**src/hw/rtl/cfc_pkg.sv**
```systemverilog
package cfc_pkg;

    localparam int NUM_IDS    = 6;
    localparam int CFG_ADDR_W = 5;
    localparam int CFG_DATA_W = 32;

    // register indexes
    localparam logic [2:0] REG_ID_BOOT          = 3'd0;
    localparam logic [2:0] REG_ID_GOTO_BOOT     = 3'd1;
    localparam logic [2:0] REG_ID_GET_INFO      = 3'd2;
    localparam logic [2:0] REG_ID_ERASE_FLASH   = 3'd3;
    localparam logic [2:0] REG_ID_DATA_TRANSFER = 3'd4;
    localparam logic [2:0] REG_ID_CHECK_FLASH   = 3'd5;
    localparam logic [2:0] REG_MAX_FRAME_LEN    = 3'd6;

    localparam logic [15:0] MAX_FRAME_LEN_RST = 16'd256;

    // frame status codes
    localparam logic [2:0] ST_WAIT    = 3'd0;
    localparam logic [2:0] ST_OK      = 3'd1;
    localparam logic [2:0] ST_BADLEN  = 3'd2;
    localparam logic [2:0] ST_UNKNOWN = 3'd3;
    localparam logic [2:0] ST_BADSUM  = 3'd4;
    localparam logic [2:0] ST_OVERRUN = 3'd5;

    localparam logic [7:0] SUM_GOOD      = 8'hFF;
    localparam logic [7:0] ERR_ID_OFFSET = 8'h90;

    // byte positions within the header
    localparam logic [16:0] POS_ID     = 17'd1;
    localparam logic [16:0] POS_LEN_HI = 17'd2;
    localparam logic [16:0] POS_LEN_LO = 17'd3;

    // allowed length per frame type; the data transfer upper bound is max_frame_len
    localparam logic [15:0] LEN_LO [NUM_IDS] = '{16'd2, 16'd1, 16'd2, 16'd1, 16'd7, 16'd5};
    localparam logic [15:0] LEN_HI [NUM_IDS] = '{16'd2, 16'd1, 16'd2, 16'd1, 16'd0, 16'd5};

    typedef struct packed {
        logic [NUM_IDS-1:0][7:0] ids;
        logic [15:0]             max_frame_len;
    } t_cfg;

    typedef struct packed {
        logic [7:0] data_byte;
        logic       frame_start;
    } t_in_item;

    typedef struct packed {
        logic        payload_valid;
        logic [7:0]  payload_byte;
        logic [2:0]  frame_status;
        logic [7:0]  reply_id;
        logic [15:0] message_length;
    } t_out_item;

endpackage

```
**src/hw/rtl/cfc_regs.sv**
```systemverilog
module cfc_regs (
    input  logic                             i_clk,
    input  logic                             i_rst_n,
    input  logic                             psel,
    input  logic                             penable,
    input  logic                             pwrite,
    input  logic [cfc_pkg::CFG_ADDR_W-1:0]   paddr,
    input  logic [cfc_pkg::CFG_DATA_W-1:0]   pwdata,
    output logic [cfc_pkg::CFG_DATA_W-1:0]   prdata,
    output logic                             pready,
    output cfc_pkg::t_cfg                    o_cfg
);
    import cfc_pkg::*;

    t_cfg       r_cfg;
    logic       wr_en;
    logic [2:0] reg_idx;

    assign pready  = 1'b1;
    assign wr_en   = psel & penable & pwrite;
    assign reg_idx = paddr[4:2];

    always_ff @(posedge i_clk) begin
        if (!i_rst_n) begin
            for (int i = 0; i < NUM_IDS; i++) begin
                r_cfg.ids[i] <= 8'(i);
            end
            r_cfg.max_frame_len <= MAX_FRAME_LEN_RST;
        end else if (wr_en) begin
            case (reg_idx)
                REG_ID_BOOT:          r_cfg.ids[REG_ID_BOOT]          <= pwdata[7:0];
                REG_ID_GOTO_BOOT:     r_cfg.ids[REG_ID_GOTO_BOOT]     <= pwdata[7:0];
                REG_ID_GET_INFO:      r_cfg.ids[REG_ID_GET_INFO]      <= pwdata[7:0];
                REG_ID_ERASE_FLASH:   r_cfg.ids[REG_ID_ERASE_FLASH]   <= pwdata[7:0];
                REG_ID_DATA_TRANSFER: r_cfg.ids[REG_ID_DATA_TRANSFER] <= pwdata[7:0];
                REG_ID_CHECK_FLASH:   r_cfg.ids[REG_ID_CHECK_FLASH]   <= pwdata[7:0];
                REG_MAX_FRAME_LEN:    r_cfg.max_frame_len             <= pwdata[15:0];
                default: ;
            endcase
        end
    end

    always_comb begin
        case (reg_idx)
            REG_ID_BOOT:          prdata = {24'd0, r_cfg.ids[REG_ID_BOOT]};
            REG_ID_GOTO_BOOT:     prdata = {24'd0, r_cfg.ids[REG_ID_GOTO_BOOT]};
            REG_ID_GET_INFO:      prdata = {24'd0, r_cfg.ids[REG_ID_GET_INFO]};
            REG_ID_ERASE_FLASH:   prdata = {24'd0, r_cfg.ids[REG_ID_ERASE_FLASH]};
            REG_ID_DATA_TRANSFER: prdata = {24'd0, r_cfg.ids[REG_ID_DATA_TRANSFER]};
            REG_ID_CHECK_FLASH:   prdata = {24'd0, r_cfg.ids[REG_ID_CHECK_FLASH]};
            REG_MAX_FRAME_LEN:    prdata = {16'd0, r_cfg.max_frame_len};
            default:              prdata = '0;
        endcase
    end

    assign o_cfg = r_cfg;

endmodule

```
**config.mk**
```make
export PLATFORM = sky130hd
export DESIGN_NAME = cfc_regs
export DESIGN_NICKNAME = d
export VERILOG_FILES = /design/src/hw/rtl/cfc_pkg.sv /design/src/hw/rtl/cfc_regs.sv
export SDC_FILE = /design/constraint.sdc
export NUM_CORES = 1
export LEC_CHECK = 0
export BUFFER_PORTS_ARGS = -buffer_cell sky130_fd_sc_hd__buf_2
export CELL_PAD_IN_SITES_DETAIL_PLACEMENT = 1
export CELL_PAD_IN_SITES_GLOBAL_PLACEMENT = 2
export CORE_AREA = 2 2 109 111
export CTS_BUF_LIST = sky130_fd_sc_hd__clkbuf_8
export DETAILED_ROUTE_END_ITERATION = 7
export DIE_AREA = 0 0 111 113
export PLACE_DENSITY_LB_ADDON = 0.3
export SYNTH_ARGS = -nofsm -noshare
export SYNTH_HDL_FRONTEND = slang
export SYNTH_SLANG_ARGS = --single-unit
```
**constraint.sdc**
```tcl
create_clock -name i_clk -period 1.7 [get_ports i_clk]
set_input_delay 0.255 -clock i_clk [delete_from_list [all_inputs] [get_ports i_clk]]
set_output_delay 0.255 -clock i_clk [all_outputs]
set_load 0.01 [all_outputs]
```
After elaboration in Yosys (flattened, before gate mapping) --
Cells that the tools add are included. Widths: inputs -> output; s select.
Word-level totals: bits in registers 64, bits of input ports 42, output and inout port bits 97, logic and storage cells 24
Operators by class: equality and inequality tests 6, muxes and demuxes 1, bitwise gates (word level) 2, reductions and logical operators 8
Operators by type and width (number):
- $pmux 16 s7 | 1
- $reduce_and 2->1 | 7
- $eq 3x3->1 const B | 3
- $eq 3x2->1 const B | 2
- $eq 3x1->1 const B | 1
- $logic_not 3->1 | 1
- $and 1x1->1 | 2

Logic depth before layout (Yosys ltp) --
Gate-level depths: netlist of the first run.
depth after elaboration 3, depth in mapped cells 6, gate-level depth less buffers 3

Worst setup path before layout of the first run --
OpenSTA, ideal clock, no wires.
path type input to output, start point input paddr[3] (netlist bit), end point output prdata[4] (netlist bit), arrival time 1.312 ns, required time 1.445 ns, setup slack 0.133 ns, cell stages on the path 5, buffers on the path 3, path through buf_4 -> buf_6 -> buf_4 -> mux4_2 -> mux2_2
On the way: cells in the longest elaborated chain, start to end 2, elaborated cells between the ends (all ways) 8, those cells by class eq/ne (6); mux (1); reduce/logical (1)
Ends and longest elaborated chain:
- start, declared | RTL line cfc_regs.sv:7 | input logic [cfc_pkg::CFG_ADDR_W-1:0] paddr,
- $eq 3x3->1 (tied with other cells) | RTL line cfc_regs.sv:44 | case (reg_idx)
- $pmux 16 s7 (*) | RTL line cfc_regs.sv:44
- end, declared | RTL line cfc_regs.sv:9 | output logic [cfc_pkg::CFG_DATA_W-1:0] prdata,
Every way passes the cells marked *; elsewhere a longest branch is shown, timed or not.

Final worst setup path of the first run --
start point register r_cfg, in the netlist o_cfg[22], end point output prdata[6] (netlist bit)
On the way: cells in the longest elaborated chain, start to end 1
Ends and longest elaborated chain:
- start, declared | RTL line cfc_regs.sv:15 | t_cfg r_cfg;
- $pmux 16 s7 | RTL line cfc_regs.sv:44
No other way between the ends.

==> impl_metrics.toml, run 1 <==
[clock_tree]
cts_made_buffers = 9
clk_root_buffer_cell = "clkbuf_8"
cts-hold-fix-buffers = 0
htree_levels = 3
clk-insertion-delay-late_ns = 0.33
clk_buf_depth = 2
tritoncts = "built"
cts.reportedPaths.clkPinSlew_ns = 0.07
clock_sink_count = 64

[flow_run]
max_cap_violations = 0

[place]
dp.final_hpwl_um = 7040
numPlacedInstances = 574
place.gp.congestion = 0.707
port_buf_inserts = 103
post_dp_cell_area_um2 = 3890

[run_status]
violated_checks = "setup timing"
run_status = "complete, but fails checks"

[drt]
route.final.wire_length_um = 9730
route.antenna.remaining_nets = 0
vias = 2739
remaining_drc_errors = 0
drt-pass1-iter-count = 4
drt_iter0_drc = 68
route.detailed.wl_per_inst_um = 16.2
drt-vias-per-instance = 4.57

[sta]
whs_ns = 0.159
final-max-slew-violation-count = 0
setup-violations-final = 4
tightestPinTransition_ns = 0.522
fin_worst_skew_ns = 0
final_critical_path_setup_slack_ns = -0.0922
worst_slew_margin_rel_pct = 65.1
grt_setup_unrepaired = "true"
finalWorstPathRequiredPeriod_ns = 1.79
timing.final.crit_share_pct = 105
fmax_mhz = 558
final-hold-violation-count = 0

[layout]
final_net_count = 495
layout_common_cells = "buf_2 (99), mux2i_1 (74), nand2_1 (73)"
area_growth_pct = 37.6
non_filler_instance_count_after_layout = 600
final_common_cell = "buf_2"
drive_gt1_share_pct = 45.7
final_design_area_no_fill_um2 = 4250
antenna_cells_inserted = 0
largest_register_ffs = 64

[power_and_ir_drop]
power.switching_mw = 0.794
power.sequential.fraction_pct = 50.0
power.leakage_nw = 2.08
combPwrFrac_pct = 10.9
part_of_the_total_power_dissipated_in_the_clock_network_pct = 39.0
irDropWorstVdd_mv = 0.332
p_per_area_nw_per_um2 = 714
p_sw_share_pct = 26.1
p_int_mw = 2.24

[logic_synthesis]
combined_area_of_all_synthesized_cells_um2 = 3090
synth_cell_type_count = 29
synth_sequential_area_ratio_pct = 41.5
avgSynthCellArea_um2 = 9.71
ys_seq_elements = 64
synth_cells = 318
warnings_from_yosys = 0

[grt]
maximum_number_of_pins_on_one_net_before_global_route_repair = 65
grt.overflow.total = 0
grt_pass1_wl_um = 15100
globalRouteTotalUtil_pct = 15.5
grt_antenna_before_repair = 0
grt_pass1_vias = 2814

[floorplanning]
die_y_um = 113
rows = 39
top_level_ports = 139
die_w_um = 111
design.die.area_um2 = 12500
core_area_um2 = 11300
floorplan.initialDensity_pct = 27.4

[worst_hold_path]
worstHoldPathCells = 3
min_path_type = "in2reg"

[worst_setup_path]
worst-endpoint-arrival_ns = 1.54
r2r_cells = 3
crit_required_ns = 1.44
start_kind = "flop"
timing_worst_setup_path_type = "reg2out"
timing.critical_path.to_type = "primary output"
biggest_fanout_along_the_worst_timing_path = 3
## power by group through the flow
| stage | combinational, mW | sequential, mW | clock (mW) |
|---|---|---|---|
| after global placement | 0.313 | 1.55 | 0 |
| after global routing | 0.362 | 1.52 | 1.28 |
| after detailed placement | 0.316 | 1.55 | 0 |
| after floorplan | 0.201 | 1.56 | 0 |
| after CTS | 0.331 | 1.52 | 1.21 |
| final | 0.332 | 1.52 | 1.18 |
## routing by layer
| metal | wire length [µm] | global-route usage (%) | vias up |
|---|---|---|---|
| met4 | 121 | 5.50 | 0 |
| li1 | - | - | 1331 |
| met1 | 4320 | 18.8 | 1334 |
| met2 | 4890 | 27.4 | 66 |
| met5 | 0 | 0 | - |
| met3 | 400 | 2.89 | 8 |
## cell families (layout without fill, tap and decap cells)
kind of cell / count (synthesis) / after routing / share of synthesized area, %
AO/OA/AOI/OAI: 23 / 23 / 6.12
buffers and inverters: 46 / 170 / 8.71
other: 2 / 17 / 0.243
flip-flops: 64 / 64 / 41.5
AND/OR/NAND/NOR: 101 / 101 / 15.1
multiplexers: 82 / 82 / 28.4
## worst max-delay path: stages (launching register included)
cell     delay (ns)
dfxtp_2        0.33
mux4_2         0.45
mux2_4         0.29
buf_6          0.12
## metrics by stage
stage / setup WS [ns] / setup TNS [ns] / total power [mW] / util, %
global placement: -0.131 / -1.06 / 1.87 / 34.5
finish: -0.0922 / -0.319 / 3.04 / 37.7
detailed placement: -0.112 / -0.846 / 1.87 / 34.5
floorplan: 0.133 / 0 / 1.76 / -
global route: -0.141 / -0.515 / 3.16 / 37.7
CTS: -0.105 / -0.388 / 3.06 / 37.3
## synth_stat cells
master | instances | area share (%)
dfxtp_1 | 64 | 41
clkbuf_1 | 13 | 1.6
conb_1 | 2 | 0.24
o21ai_0 | 5 | 0.81
nor3_1 | 1 | 0.16
a221oi_1 | 4 | 1.1
nand4b_4 | 1 | 0.77
nor2_1 | 2 | 0.24
o221a_2 | 4 | 1.5
o2bb2ai_1 | 4 | 1.1
and3_1 | 8 | 1.6
nor2b_1 | 5 | 1.0
buf_2 | 2 | 0.32
mux4_2 | 4 | 2.9
nand3_1 | 1 | 0.16
buf_4 | 21 | 5.1
mux2i_1 | 74 | 24
o311ai_0 | 3 | 0.85
nand2_1 | 73 | 8.9
nor2_4 | 1 | 0.36
and4_1 | 1 | 0.28
nand2b_1 | 3 | 0.61
mux2_2 | 4 | 1.5
inv_1 | 8 | 0.97
or3_1 | 1 | 0.20
nor2_2 | 3 | 0.61
nand4_1 | 1 | 0.20
o211ai_1 | 3 | 0.73
buf_6 | 2 | 0.73
## repair_timing
item                                    4_1_cts  5_1_grt
endpoints found under the setup margin       15        8
setup buffers                                10        1
hold endpoints to repair                      0        0
gates resized for setup                      32        9
## cell type report
class / count / area (µm²)
Clock inverter: 4 / 21.3
Clock buffer: 11 / 151
Inverter: 8 / 30.0
Multi-Input combinational cell: 223 / 1640
Tap cell: 143 / 179
Timing Repair Buffer: 147 / 916
Sequential cell: 64 / 1310
Fill cell: 1331 / 7020
## worst paths after layout
kind,to,slack (ns),start
hold / removal,o_cfg[13],0.16,pwdata[13]
setup / recovery,prdata[6],-0.09,o_cfg[22]
hold reg to reg,o_cfg[61],0.47,o_cfg[61]
setup reg to reg,o_cfg[41],0.97,o_cfg[41]
(Power assumes the default switching activity.)
==> run 2, diff against run 1 <==
Settings changed: SKIP_CTS_REPAIR_TIMING set to 1, SKIP_LAST_GASP set to 1.
==> run 2 against run 1 <==
Effect of this change:
- the run still ends with setup timing left
- critical path depth unchanged
- largest power group unchanged
- critical endpoint unchanged
- final cell count is 1.0% lower
- clock skew unchanged
- non-clock buffer count shrank 6
- utilization down 0.53 points
==> impl_metrics.toml, run 2 (synthesis results as in run 1) <==
[layout]
drive_gt1_share_pct = 44.8
final_design_utilization_pct = 37.2
antenna_cells_inserted = 0
layout_common_cells = "buf_2 (100), mux2i_1 (74), nand2_1 (73)"
final_common_cell = "buf_2"
final_design_area_no_fill_um2 = 4190
largest_register_ffs = 64
area_growth_pct = 35.6
final_net_count = 489

[sta]
final-max-slew-violation-count = 0
final_critical_path_setup_slack_ns = -0.0994
finalWorstPathRequiredPeriod_ns = 1.80
fin_worst_skew_ns = 0
timing.final.crit_share_pct = 106
setup-violations-final = 4
final-hold-violation-count = 0
worst_slew_margin_rel_pct = 65.5
grt_setup_unrepaired = "true"
fmax_mhz = 556
tightestPinTransition_ns = 0.515
whs_ns = 0.159

[worst_hold_path]
min_to = "o_cfg[13]"
min_path_type = "in2reg"
worstHoldPathCells = 3
hp-start = "pwdata[13]"

[place]
place_worst_setup_slack_ns = -0.112
dp.final_hpwl_um = 7040
port_buf_inserts = 103
place.gp.congestion = 0.707
post_dp_cell_area_um2 = 3890

[drt]
route.detailed.wl_per_inst_um = 16.2
drt-vias-per-instance = 4.58
remaining_drc_errors = 0
vias = 2723
route.final.wire_length_um = 9640
route.antenna.remaining_nets = 0
drt-pass1-iter-count = 4
drt_iter0_drc = 80

[power_and_ir_drop]
irDropWorstVdd_mv = 0.339
power.leakage_nw = 2.04
p_per_area_nw_per_um2 = 723

[worst_setup_path]
crit_required_ns = 1.44
timing.critical_path.to_type = "primary output"
biggest_fanout_along_the_worst_timing_path = 3
start_kind = "flop"
timing_worst_setup_path_type = "reg2out"
r2r_endpoint = "o_cfg[41]"
crit_chain = "mux4_2 -> mux2_2 -> buf_2"
rr_startpoint = "o_cfg[41]"
r2r_setup_slack_ns = 0.97
worst-endpoint-arrival_ns = 1.54
critical_path.max_stage_delay_ns = 0.45
cp_slowest_cell = "mux4_2"
r2r_cells = 3

[floorplanning]
core_area_um2 = 11300
die_y_um = 113
design.die.area_um2 = 12500
top_level_ports = 139
rows = 39
die_w_um = 111
floorplan.initialDensity_pct = 27.4

[clock_tree]
cts.reportedPaths.clkPinSlew_ns = 0.07
clk_buf_depth = 2
clk-insertion-delay-late_ns = 0.33
tritoncts = "built"
htree_levels = 3
clk_root_buffer_cell = "clkbuf_8"
cts_made_buffers = 9
clock_sink_count = 64

[run_status]
violated_checks = "setup timing"
run_status = "complete, but fails checks"

[grt]
maximum_number_of_pins_on_one_net_before_global_route_repair = 65
grt_pass1_wl_um = 14700
grt_pass1_vias = 2736
grt_antenna_before_repair = 0
grt.overflow.total = 0
globalRouteTotalUtil_pct = 15.1

[flow_run]
max_cap_violations = 0
-- run 2: changes by cell type in the layout (fill, tap and decap cells not counted) --
cell,change
buf_2,+1
mux2_4,-2
buf_6,-1
mux2_2,+2
dfxtp_1,+1
dfxtp_2,-1
buf_4,-6
-- run 2: layer usage --
layer,global-route usage (%),share of wire [%]
met5,0,0
met4,5.50,1.3
met3,2.84,4.2
met2,26.5,50
met1,18.6,44
-- run 2: where the power goes --
group | leakage (nW) | internal [mW] | switching (mW)
sequential | 0.525 | 1.51 | 0.00906
combinational | 1.43 | 0.138 | 0.190
clock | 0.0924 | 0.591 | 0.590
total | 2.04 | 2.24 | 0.789
-- run 2: final cells by class --
type / count / area [µm²]
fillers: 1331 / 7080
flip-flops and latches: 64 / 1310
clock inverters: 4 / 21.3
inverters: 8 / 30.0
repair buffers: 141 / 865
multi-input cells: 223 / 1630
well taps: 143 / 179
clock buffers: 11 / 151
-- run 2: critical path, delay by kind of cell, from the launching register on --
kind | cells | cell delay (ns)
muxes | 2 | 0.73
buffers and inverters | 1 | 0.14
DFF | 1 | 0.33
-- run 2: worst max-delay path by stage --
stage,startpoint,end,slack (ns),cells past startpoint
2_1_floorplan,paddr[3],prdata[4],0.13,5
3_3_place_gp,paddr[2],prdata[15],-0.13,5
3_5_place_dp,paddr[2],prdata[15],-0.11,5
4_1_cts,o_cfg[30],prdata[6],-0.13,3
5_1_grt,o_cfg[30],prdata[6],-0.16,3
6_report,o_cfg[38],prdata[6],-0.1,3
-- run 2: metrics by stage --
step	instances	setup TNS (ns)	power, mW
floorplan	333	0	1.76
global placement	574	-1.06	1.87
detailed placement	574	-0.846	1.87
CTS	589	-1.33	3.05
global route	594	-0.532	3.16
finish	594	-0.330	3.03
==> run 3, diff against run 2 <==
Settings changed: CORE_AREA 2 2 109 111 to 2 2 110 112, CTS_BUF_LIST sky130_fd_sc_hd__clkbuf_8 to sky130_fd_sc_hd__clkbuf_16, DIE_AREA 0 0 111 113 to 0 0 112 114.
==> run 3 against run 2 <==
Effect of this change:
- the run still ends with setup timing left
- utilization shrank 0.58 points
- clock power grew 49%
- clock skew is the same
- combinational power shrank 2%
- die area grew 1.8%
- power grew 19%
- design area grew 2.3%
- worst setup slack lost 0.0033 ns
- global-route usage shrank 0.058 points
- critical endpoint unchanged
- largest power group is now the clock network
==> impl_metrics.toml, run 3 (synthesis results as in run 1) <==
[run_status]
run_status = "complete, but fails checks"
violated_checks = "setup timing"

[clock_tree]
cts.reportedPaths.clkPinSlew_ns = 0.05
clk-insertion-delay-late_ns = 0.33
tritoncts = "built"
clk_buf_depth = 2
clock_sink_count = 64
clk_root_buffer_cell = "clkbuf_16"
cts_made_buffers = 9
htree_levels = 3

[layout]
final_design_area_no_fill_um2 = 4290
layout.area.seq_um2 = 1310
layout_common_cells = "buf_2 (99), mux2i_1 (74), nand2_1 (73)"
final_design_utilization_pct = 36.6
final.fill_count = 1396
area_growth_pct = 38.7
final_net_count = 489
final_common_cell = "buf_2"
largest_register_ffs = 64
antenna_cells_inserted = 0
multiInputGateArea_um2 = 1630
drive_gt1_share_pct = 43.2

[sta]
timing.setup.tns_ns = -0.306
final_critical_path_setup_slack_ns = -0.103
final-hold-violation-count = 0
fin_worst_skew_ns = 0
fmax_mhz = 555
whs_ns = 0.174
grt_setup_unrepaired = "true"
timing.final.crit_share_pct = 106
setup-violations-final = 4
finalWorstPathRequiredPeriod_ns = 1.80
final-max-slew-violation-count = 0

[drt]
wl_met1_um = 4190
remaining_drc_errors = 0
drt-vias-per-instance = 4.58
route.detailed.wl_per_inst_um = 16.4
route.antenna.remaining_nets = 0
route.met2.wl_um = 5140
route.top_layer_used = "met4"
drt-pass1-iter-count = 4
drt_iter0_drc = 89
vias = 2737
met3WireLength_um = 386
route.final.wire_length_um = 9790

[grt]
grt_antenna_before_repair = 0
maximum_number_of_pins_on_one_net_before_global_route_repair = 81
grt.overflow.total = 0
grt_pass1_vias = 2717
grt_pass1_wl_um = 14700
globalRouteTotalUtil_pct = 15.1

[place]
post_dp_cell_area_um2 = 3890
dp.final_hpwl_um = 7220
port_buf_inserts = 103
place.gp.congestion = 0.755

[power_and_ir_drop]
p_int_mw = 2.75
p_per_area_nw_per_um2 = 841
power.switching_mw = 0.851
p_sw_share_pct = 23.6
part_of_the_total_power_dissipated_in_the_clock_network_pct = 48.8
irDropWorstVdd_mv = 0.334
combPwrFrac_pct = 9.0
power.leakage_nw = 2.08
design_power_total_mw = 3.60
power.sequential.fraction_pct = 42.2

[floorplanning]
die_y_um = 114
core_area_um2 = 11700
floorplan.initialDensity_pct = 26.4
design.die.area_um2 = 12800
rows = 40
die_w_um = 112
top_level_ports = 139

[worst_hold_path]
min_path_type = "in2reg"

[worst_setup_path]
crit_required_ns = 1.44
critPathBufInv = 1
path_delay_family = "multiplexers"
crit_chain = "mux4_2 -> mux2_4 -> buf_6"
biggest_fanout_along_the_worst_timing_path = 3
timing.critical_path.to_type = "primary output"
start_kind = "flop"
worst-endpoint-arrival_ns = 1.55
timing_worst_setup_path_type = "reg2out"
cp_slowest_cell = "mux4_2"
critical_path.max_stage_delay_ns = 0.48

[flow_run]
max_cap_violations = 0
[run 3: layout make-up]
class	count	share of cell area (%)
clock buffer	9	5.26
tap	147	4.29
clock inverter	6	1.20
multi-input combinational	223	38.1
inverter	8	0.701
sequential	64	30.5
timing repair buffer	141	19.9
[run 3: worst min-delay path, delay by kind of cell]
| family | cells | cell delay, ns |
|---|---|---|
| buffers and inverters | 1 | 0.09 |
| muxes | 1 | 0.05 |
| and+or+nand+nor | 1 | 0.05 |
[run 3: metal layers]
layer	up-vias	GRT usage [%]
met5	-	0
met2	63	27.8
li1	1327	-
met3	6	3.19
met1	1341	17.6
met4	0	4.39
[run 3: path summary, 6_finish.rpt]
kind / from / endpoint / slack (ns) / depth (start not counted)
worst min-delay path: pwdata[14] / o_cfg[14] / 0.17 / 3
worst max-delay path: o_cfg[38] / prdata[6] / -0.10 / 3
worst max register to register: o_cfg[40] / o_cfg[40] / 0.96 / 2
worst min register to register: o_cfg[42] / o_cfg[42] / 0.46 / 2
[run 3: stage by stage]
stage,instances,setup slack [ns]
after global routing,598,-0.133
after detailed placement,579,-0.00846
after CTS,594,-0.104
after global placement,579,-0.00353
after floorplan,333,0.133
final,598,-0.103
[run 3: power by group through the flow]
stage / logic, mW / clock network [mW] / registers, mW
after global placement: 0.309 / 0 / 1.55
after detailed placement: 0.313 / 0 / 1.55
after floorplan: 0.201 / 0 / 1.56
after CTS: 0.314 / 1.80 / 1.52
final: 0.323 / 1.76 / 1.52
after global routing: 0.353 / 1.88 / 1.52
